`config.mk`:
```
export PLATFORM = sky130hd
export DESIGN_NAME = lru_sample_cache_slot_manager_flat
export DESIGN_NICKNAME = d
export VERILOG_FILES = /design/src/rtl/lsc_pkg.sv /design/src/rtl/lsc_req_if.sv /design/src/rtl/lsc_rsp_if.sv /design/src/rtl/lru_sample_cache_slot_manager.sv /design/src/rtl/lsc_cell.sv /design/src/flat_wrapper.sv
export SDC_FILE = /design/constraint.sdc
export NUM_CORES = 2
export LEC_CHECK = 0
export ABC_AREA = 1
export BUFFER_PORTS_ARGS = -buffer_cell sky130_fd_sc_hd__buf_2
export CAP_MARGIN = 25
export CORE_ASPECT_RATIO = 1.4
export CORE_MARGIN = 3
export CORE_UTILIZATION = 40
export CTS_CLUSTER_DIAMETER = 80
export CTS_CLUSTER_SIZE = 20
export DETAILED_ROUTE_END_ITERATION = 8
export PLACE_DENSITY_LB_ADDON = 0.3
export SLEW_MARGIN = 20
export SYNTH_ARGS = -nofsm -noshare
export SYNTH_HDL_FRONTEND = slang
export SYNTH_SLANG_ARGS = --single-unit
```
`constraint.sdc`:
```
create_clock -name clk -period 3.5 [get_ports clk]
set_clock_uncertainty 0.15 [all_clocks]
set_input_delay 0.7 -clock clk [delete_from_list [all_inputs] [get_ports clk]]
set_output_delay 0.7 -clock clk [all_outputs]
set_load 0.01 [all_outputs]
```
`src/rtl/lsc_pkg.sv`:
```
package lsc_pkg;

  localparam int ENTRIES = 32;
  localparam int IDX_W   = (ENTRIES > 1) ? $clog2(ENTRIES) : 1;
  localparam int CNT_W   = $clog2(ENTRIES + 1);
  localparam int KEY_W   = 32;
  localparam int STAMP_W = 32;
  localparam int SLOT_W  = 5;

  localparam logic OP_ADD   = 1'b0;
  localparam logic OP_CLEAR = 1'b1;

  typedef logic [IDX_W-1:0]   idx_t;
  typedef logic [CNT_W-1:0]   cnt_t;
  typedef logic [KEY_W-1:0]   key_t;
  typedef logic [STAMP_W-1:0] stamp_t;
  typedef logic [SLOT_W-1:0]  slot_t;

  typedef struct packed {
    logic   valid;
    key_t   key;
    stamp_t stamp;
  } entry_t;

  // broadcast controls for the row of cells
  typedef struct packed {
    logic shift;
    logic clear;
    logic write;
  } cell_ctl_t;

  typedef enum logic [1:0] {
    ST_IDLE,
    ST_SCAN,
    ST_WRITE,
    ST_RESULT
  } state_t;

endpackage

```
`src/rtl/lsc_req_if.sv`:
```
interface lsc_req_if;
  logic              valid;
  logic              ready;
  logic              op;
  lsc_pkg::key_t     key;
  lsc_pkg::stamp_t   now_time;

  modport source (output valid, op, key, now_time, input ready);
  modport sink   (input valid, op, key, now_time, output ready);
endinterface

```
`src/rtl/lsc_rsp_if.sv`:
```
interface lsc_rsp_if;
  logic            valid;
  logic            ready;
  lsc_pkg::slot_t  slot;
  logic            hit;
  logic            evicted;

  modport source (output valid, slot, hit, evicted, input ready);
  modport sink   (input valid, slot, hit, evicted, output ready);
endinterface

```
`src/rtl/lru_sample_cache_slot_manager.sv`:
```
// lru sample cache slot manager
//
// req channel (sink): op, key, now_time. op add looks the key up and either
// refreshes its stamp (hit), fills the first free slot, or replaces the
// oldest entry when all slots are used (evicted). op clear empties the cache.
// rsp channel (source): slot, hit, evicted; one item per request.
//
// the entries live in a ring of cells that rotates one place per cycle during
// a lookup, so the head cell shows entry k in scan cycle k. the scan always
// runs the full ring to bring every entry back home, then a write cycle
// updates the selected cell. an add passes through the scan, write and
// result states before rsp valid is set; a clear goes from idle straight
// to the result state. one request is worked on at a time; req ready is high
// only while idle, so no new request is taken until the last one is done.
// reset empties the cache and clears victim_slot; no clearing pass is needed.
// if rsp is stalled the finished item waits in the result state and the
// next request is held off until the output register is free for it.
module lru_sample_cache_slot_manager (
  input logic      clk,
  input logic      rst,
  lsc_req_if.sink  req,
  lsc_rsp_if.source rsp
);

  lsc_pkg::state_t    state, state_next;
  lsc_pkg::cell_ctl_t ctl;
  lsc_pkg::entry_t    ent [lsc_pkg::ENTRIES];
  logic [lsc_pkg::ENTRIES-1:0] sel;

  // latched request
  lsc_pkg::key_t   key;
  lsc_pkg::stamp_t now_time;

  // scan tracking
  lsc_pkg::idx_t   cnt;
  logic            stop;
  lsc_pkg::cnt_t   used;
  lsc_pkg::idx_t   oldest;
  lsc_pkg::stamp_t oldest_stamp;
  logic            found;
  lsc_pkg::idx_t   found_at;
  lsc_pkg::idx_t   victim_slot;

  // finished result
  lsc_pkg::idx_t   res_idx;
  logic            res_hit;
  logic            res_evicted;

  logic            req_acc;
  logic            rsp_free;
  logic            last;
  lsc_pkg::idx_t   wr_idx;
  logic            full;

  assign req_acc  = req.valid && req.ready;
  assign rsp_free = !rsp.valid || rsp.ready;
  assign last     = (cnt == lsc_pkg::idx_t'(lsc_pkg::ENTRIES - 1));
  assign full     = (used == lsc_pkg::cnt_t'(lsc_pkg::ENTRIES));

  // slot picked once the scan is done
  always_comb begin
    if (found) begin
      wr_idx = found_at;
    end else if (full) begin
      wr_idx = oldest;
    end else begin
      wr_idx = used[lsc_pkg::IDX_W-1:0];
    end
  end

  always_comb begin
    for (int i = 0; i < lsc_pkg::ENTRIES; i++) begin
      sel[i] = (wr_idx == lsc_pkg::idx_t'(i));
    end
  end

  // ring of entry cells, cell i takes from cell i+1, the last from cell 0
  for (genvar g = 0; g < lsc_pkg::ENTRIES; g++) begin : g_cell
    lsc_cell u_cell (
      .clk      (clk),
      .rst      (rst),
      .ctl      (ctl),
      .sel      (sel[g]),
      .wr_key   (key),
      .wr_stamp (now_time),
      .nb       (ent[(g + 1) % lsc_pkg::ENTRIES]),
      .ent      (ent[g])
    );
  end

  always_ff @(posedge clk) begin
    if (rst) begin
      state <= lsc_pkg::ST_IDLE;
    end else begin
      state <= state_next;
    end
  end

  always_comb begin
    state_next = state;
    ctl        = '0;
    req.ready  = 1'b0;
    unique case (state)
      lsc_pkg::ST_IDLE: begin
        req.ready = 1'b1;
        if (req.valid) begin
          if (req.op == lsc_pkg::OP_CLEAR) begin
            ctl.clear  = 1'b1;
            state_next = lsc_pkg::ST_RESULT;
          end else begin
            state_next = lsc_pkg::ST_SCAN;
          end
        end
      end
      lsc_pkg::ST_SCAN: begin
        ctl.shift = 1'b1;
        if (last) begin
          state_next = lsc_pkg::ST_WRITE;
        end
      end
      lsc_pkg::ST_WRITE: begin
        ctl.write  = 1'b1;
        state_next = lsc_pkg::ST_RESULT;
      end
      lsc_pkg::ST_RESULT: begin
        if (rsp_free) begin
          state_next = lsc_pkg::ST_IDLE;
        end
      end
      default: begin
        state_next = lsc_pkg::ST_IDLE;
      end
    endcase
  end

  // request latch and scan tracking
  always_ff @(posedge clk) begin
    if (req_acc) begin
      key          <= req.key;
      now_time     <= req.now_time;
      cnt          <= '0;
      stop         <= 1'b0;
      used         <= lsc_pkg::cnt_t'(lsc_pkg::ENTRIES);
      oldest       <= '0;
      oldest_stamp <= ent[0].stamp;
      found        <= 1'b0;
      found_at     <= '0;
    end else if (state == lsc_pkg::ST_SCAN) begin
      cnt <= cnt + 1'b1;
      if (!stop) begin
        if (ent[0].valid) begin
          if (cnt == '0 || ent[0].stamp < oldest_stamp) begin
            oldest       <= cnt;
            oldest_stamp <= ent[0].stamp;
          end
          if (!found && ent[0].key == key) begin
            found    <= 1'b1;
            found_at <= cnt;
          end
        end else begin
          // contiguous fill: first empty slot ends the used range
          stop <= 1'b1;
          used <= lsc_pkg::cnt_t'(cnt);
        end
      end
    end
  end

  always_ff @(posedge clk) begin
    if (rst) begin
      victim_slot <= '0;
    end else if (state == lsc_pkg::ST_WRITE) begin
      victim_slot <= oldest;
    end
  end

  always_ff @(posedge clk) begin
    if (req_acc && req.op == lsc_pkg::OP_CLEAR) begin
      res_idx     <= '0;
      res_hit     <= 1'b0;
      res_evicted <= 1'b0;
    end else if (state == lsc_pkg::ST_WRITE) begin
      res_idx     <= found ? found_at : (full ? oldest : used[lsc_pkg::IDX_W-1:0]);
      res_hit     <= found;
      res_evicted <= !found && full;
    end
  end

  // output register
  always_ff @(posedge clk) begin
    if (rst) begin
      rsp.valid <= 1'b0;
    end else if (state == lsc_pkg::ST_RESULT && rsp_free) begin
      rsp.valid <= 1'b1;
    end else if (rsp.ready) begin
      rsp.valid <= 1'b0;
    end
  end

  always_ff @(posedge clk) begin
    if (state == lsc_pkg::ST_RESULT && rsp_free) begin
      rsp.slot    <= (!res_hit && res_evicted) ? lsc_pkg::slot_t'(victim_slot)
                                               : lsc_pkg::slot_t'(res_idx);
      rsp.hit     <= res_hit;
      rsp.evicted <= res_evicted;
    end
  end

endmodule

```
`src/rtl/lsc_cell.sv`:
```
module lsc_cell (
  input  logic               clk,
  input  logic               rst,
  input  lsc_pkg::cell_ctl_t ctl,
  input  logic               sel,
  input  lsc_pkg::key_t      wr_key,
  input  lsc_pkg::stamp_t    wr_stamp,
  input  lsc_pkg::entry_t    nb,
  output lsc_pkg::entry_t    ent
);

  logic            valid;
  lsc_pkg::key_t   key;
  lsc_pkg::stamp_t stamp;

  always_ff @(posedge clk) begin
    if (rst) begin
      valid <= 1'b0;
    end else if (ctl.clear) begin
      valid <= 1'b0;
    end else if (ctl.shift) begin
      valid <= nb.valid;
    end else if (ctl.write && sel) begin
      valid <= 1'b1;
    end
  end

  // payload rotates with the ring or takes the broadcast write
  always_ff @(posedge clk) begin
    if (ctl.shift) begin
      key   <= nb.key;
      stamp <= nb.stamp;
    end else if (ctl.write && sel) begin
      key   <= wr_key;
      stamp <= wr_stamp;
    end
  end

  assign ent.valid = valid;
  assign ent.key   = key;
  assign ent.stamp = stamp;

endmodule

```
`src/flat_wrapper.sv`:
```
// flat-port wrapper written by rule: the top's interface ports become plain ports
module lru_sample_cache_slot_manager_flat 
  (clk, rst, req_valid, req_op, req_key, req_now_time, req_ready, rsp_valid, rsp_slot, rsp_hit, rsp_evicted, rsp_ready);
  lsc_req_if req_i ();
  lsc_rsp_if rsp_i ();
  input logic clk;
  input logic rst;
  input wire logic [$bits(req_i.valid)-1:0] req_valid;
  input wire logic [$bits(req_i.op)-1:0] req_op;
  input wire logic [$bits(req_i.key)-1:0] req_key;
  input wire logic [$bits(req_i.now_time)-1:0] req_now_time;
  output wire logic [$bits(req_i.ready)-1:0] req_ready;
  output wire logic [$bits(rsp_i.valid)-1:0] rsp_valid;
  output wire logic [$bits(rsp_i.slot)-1:0] rsp_slot;
  output wire logic [$bits(rsp_i.hit)-1:0] rsp_hit;
  output wire logic [$bits(rsp_i.evicted)-1:0] rsp_evicted;
  input wire logic [$bits(rsp_i.ready)-1:0] rsp_ready;
  assign req_i.valid = req_valid;
  assign req_i.op = req_op;
  assign req_i.key = req_key;
  assign req_i.now_time = req_now_time;
  assign req_ready = req_i.ready;
  assign rsp_valid = rsp_i.valid;
  assign rsp_slot = rsp_i.slot;
  assign rsp_hit = rsp_i.hit;
  assign rsp_evicted = rsp_i.evicted;
  assign rsp_i.ready = rsp_ready;
  lru_sample_cache_slot_manager u_core (.clk(clk), .rst(rst), .req(req_i), .rsp(rsp_i));
endmodule
```
==> run_results.csv <==
group,metric,value,unit
global_routing,grt_usage,18.6,%
timing,fmax,356,MHz
setup_path,path_delay_family,"buffers and inverters",
clock_tree,cts_num_sinks,2221,
detailed_routing,drt.antenna.violating_nets,0,
clock_tree,post_cts_buffers,0,
synthesis,synth_warnings,0,
timing,relSlewSlack,9.80,%
finish,drive_gt1_share,6.41,%
global_routing,grt-ovfl-total,0,
setup_path,cp-end-kind,"flop",
synthesis,synth-seq-area-share,76.2,%
synthesis,synth_flop_cell,"edfxtp_1",
setup_path,timing.rr.start,"u_core.state[1]$_SDFFE_PP0P_",
setup_path,cp_num_cells,6,
setup_path,worst_ep_arrival_time,3.28,ns
finish,multiInputGateArea,18600,sq um
setup_path,worstPathRequired,3.97,ns
timing,holdWs,0.191,ns
setup_path,r2r_slack,0.69,ns
synthesis,synth_area,86600,sq um
timing,rsz0062_at_grt,"no",
synthesis,ys_top_cells_by_count,"4230 x nand2_1, 2151 x edfxtp_1, 237 x clkbuf_1",
timing,finalSetupTns,0,ns
synthesis,yosysMostFrequentCell,"nand2_1",
setup_path,cp_cell_sequence,"inv_1, ha_4, inv_8, nand2_1, buf_4, nand2_1",
detailed_routing,wl_per_cell,20.2,microns
clock_tree,clock_latency,0.77,ns
finish,fin_nets,7550,
pwr,power_density,949,nW/um^2
finish,syn_to_final_growth,10.1,%
clock_tree,cts_tree,"yes",
clock_tree,htreeDepth,3,
timing,slew_violations,0,
synthesis,synth_edf_count,2151,
floorplan,core_area,215000,sq um
pwr,leakagePower,37.4,nW
setup_path,path_buf_inv,3,
timing,finalSetupViolations,0,
setup_path,max_stage_delay,0.75,ns
setup_path,path_max_fanout,65,
flow_run,max-cap-violations,0,
detailed_routing,routed-via-count,52200,
clock_tree,clk_path_buf_depth,3,
pwr,ir_drop,0.733,mV
clock_tree,clk_pin_slew_worst_paths,0.08,ns
setup_path,reg2reg_to,"u_core.g_cell[18].u_cell.stamp[0]$_DFFE_PP_",
setup_path,crit_top_cell,"nand2_1",
place,gp_congestion,0.832,
floorplan,pin_count,78,
place,dp_hpwl,124000,microns
setup_path,start_kind,"flop",
timing,fin_ws,0.693,ns
floorplan,fp.dieW,399,microns
synthesis,synthTopCellsByArea,"edfxtp_1 75%, nand2_1 18%, dfxtp_1 1.6%",
clock_tree,cts_resized,0,
setup_path,endpoint,"u_core.g_cell[18].u_cell.stamp[0]$_DFFE_PP_",
global_routing,grt_max_degree,236,
clock_tree,postCtsHoldBufs,66,
clock_tree,numCtsBuffers,121,
setup_path,slowest_stage,"nand2_1",
detailed_routing,viasPerCell,5.06,
synthesis,ys_types,40,
global_routing,grt_pass1_wl,321000,microns
place,port_buffers,77,
worst_hold_path,worstHoldPathType,"input pin to flop",
detailed_routing,first_iter_violations,5182,
setup_path,startpoint,"u_core.state[1]$_SDFFE_PP0P_",
place,pre_cts_ws,0.687,ns
setup_path,reg2reg_depth,6,
global_routing,antenna_found_initial,2,
floorplan,die-area,222000,sq um
outcome,run_status,"completed",
finish,nFillCells,19800,
detailed_routing,drc_errors,0,
floorplan,initial_utilization,40.3,%
timing,worst_pin_slew,1.35,ns
synthesis,ys_ff_latch,2221,
synthesis,netlist.area_leader.share,74.6,%
synthesis,synth_cells,7424,
finish,seq_area,66000,sq um
timing,period_minus_slack,2.81,ns
setup_path,path_class,"flop to flop",
global_routing,grt_pass1_vias,52000,
synthesis,postSynth.asyncResetShare,0,%
synthesis,synth_nets,7531,
detailed_routing,dr.pass1.iters,5,
synthesis,synth.avg_cell_area,11.7,sq um
floorplan,rows,201,
clock_tree,root_buffer,"clkbuf_16",
synthesis,yosysTopAreaCell,"edfxtp_1",
timing,min_period_over_period,80.2,%
floorplan,die_h,556,microns
timing,finalHoldViolCount,0,
detailed_routing,wl,209000,microns
-- state kept, by name (all words and copies together), names as in the netlist, 6 cells and up --
| signal | count |
|---|---|
| u_core.oldest_stamp | 32 |
| u_core.used | 6 |
| u_core.now_time | 32 |
| u_core.g_cell.u_cell.stamp | 1024 |
| u_core.g_cell.u_cell.key | 1024 |
| u_core.g_cell.u_cell.valid | 32 |
| u_core.key | 32 |
-- routing by layer --
layer / share of wire [%] / track usage, % / vias up
li1: - / - / 24300
met1: 42 / 25.0 / 26500
met2: 50 / 32.2 / 1295
met3: 5.1 / 2.30 / 219
met4: 2.3 / 4.51 / 0
met5: 0 / 0 / -
-- kinds of logic after synthesis --
group | after synthesis | synth area share, %
adders and majority gates | 38 | 0.549
buffers and inverters | 578 | 2.63
DFF | 2221 | 76.2
and+or+nand+nor | 4418 | 19.4
AOI/OAI and AO/OA | 154 | 1.00
xor gates and xnor gates | 15 | 0.152
-- through the flow --
step           area [sq um]  utilization (%)  instances  power (mW)
6_report              95300             44.4      10300        90.4
2_1_floorplan         86600                -       7424        64.0
3_5_place_dp          91400             42.5      10100        76.6
4_1_cts               95300             44.4      10300        91.4
3_3_place_gp          91400             42.5      10100        76.0
5_1_grt               95300             44.4      10300        95.7
-- power by group --
part           internal (mW)  total (mW)  leakage [nW]  switching [mW]
clock                   6.37        14.6          1.59            8.28
sequential              44.6        47.6          20.8            3.03
combinational           6.85        28.1          15.0            21.3
-- cell type report --
cell class                 instances  area share (%)
clock inverter                     7          0.0985
tap                             2842            3.73
multi-input combinational       4625            19.5
inverter                         130           0.528
sequential                      2221            69.3
timing repair buffer             344            3.55
antenna                            1         0.00263
clock buffer                     146            3.32
-- cell usage in the layout, fill, tap and decap left out, types with 4 or more instances in the layout --
master,Yosys,layout
clkbuf_1,237,23
nand4_1,4,4
xnor2_1,7,7
a21oi_1,59,59
edfxtp_1,2151,2151
o21ai_1,28,28
dfxtp_1,70,70
nand2_1,4230,4208
nand3_1,52,52
ha_1,38,37
nor3_1,9,9
o21ai_0,47,47
inv_1,126,123
buf_2,63,77
nand2_4,4,26
buf_4,2,135
nor2_1,86,86
or2_2,6,6
nand2_8,0,8
xor2_1,8,8
clkbuf_16,0,123
buf_12,0,66
nand2_2,17,9
dlygate4sd3_1,0,66
a21oi_4,5,5
-- worst min-delay path by stage --
stage	from	endpoint	slack [ns]	cells after the start
after CTS	req_op	u_core.state[1]$_SDFFE_PP0P_	0.13	5
final	req_op	u_core.state[1]$_SDFFE_PP0P_	0.19	5
after floorplan	u_core.res_hit$_SDFFE_PP0P_	u_core.rsp.hit$_DFFE_PP_	0.26	0
after global routing	req_op	u_core.state[1]$_SDFFE_PP0P_	0.21	5
after detailed placement	u_core.victim_slot[2]$_SDFFE_PP0P_	u_core.victim_slot[2]$_SDFFE_PP0P_	0.29	2
after global placement	u_core.cnt[3]$_SDFFE_PP0P_	u_core.cnt[3]$_SDFFE_PP0P_	0.28	1
-- worst reg2reg max path, stage by stage (launching register included) --
cell	delay [ns]
dfxtp_1	0.36
inv_1	0.11
ha_4	0.26
inv_8	0.52
nand2_1	0.78
buf_4	0.42
nand2_1	0.07
Note: power is estimated with default switching activity, not from simulation.
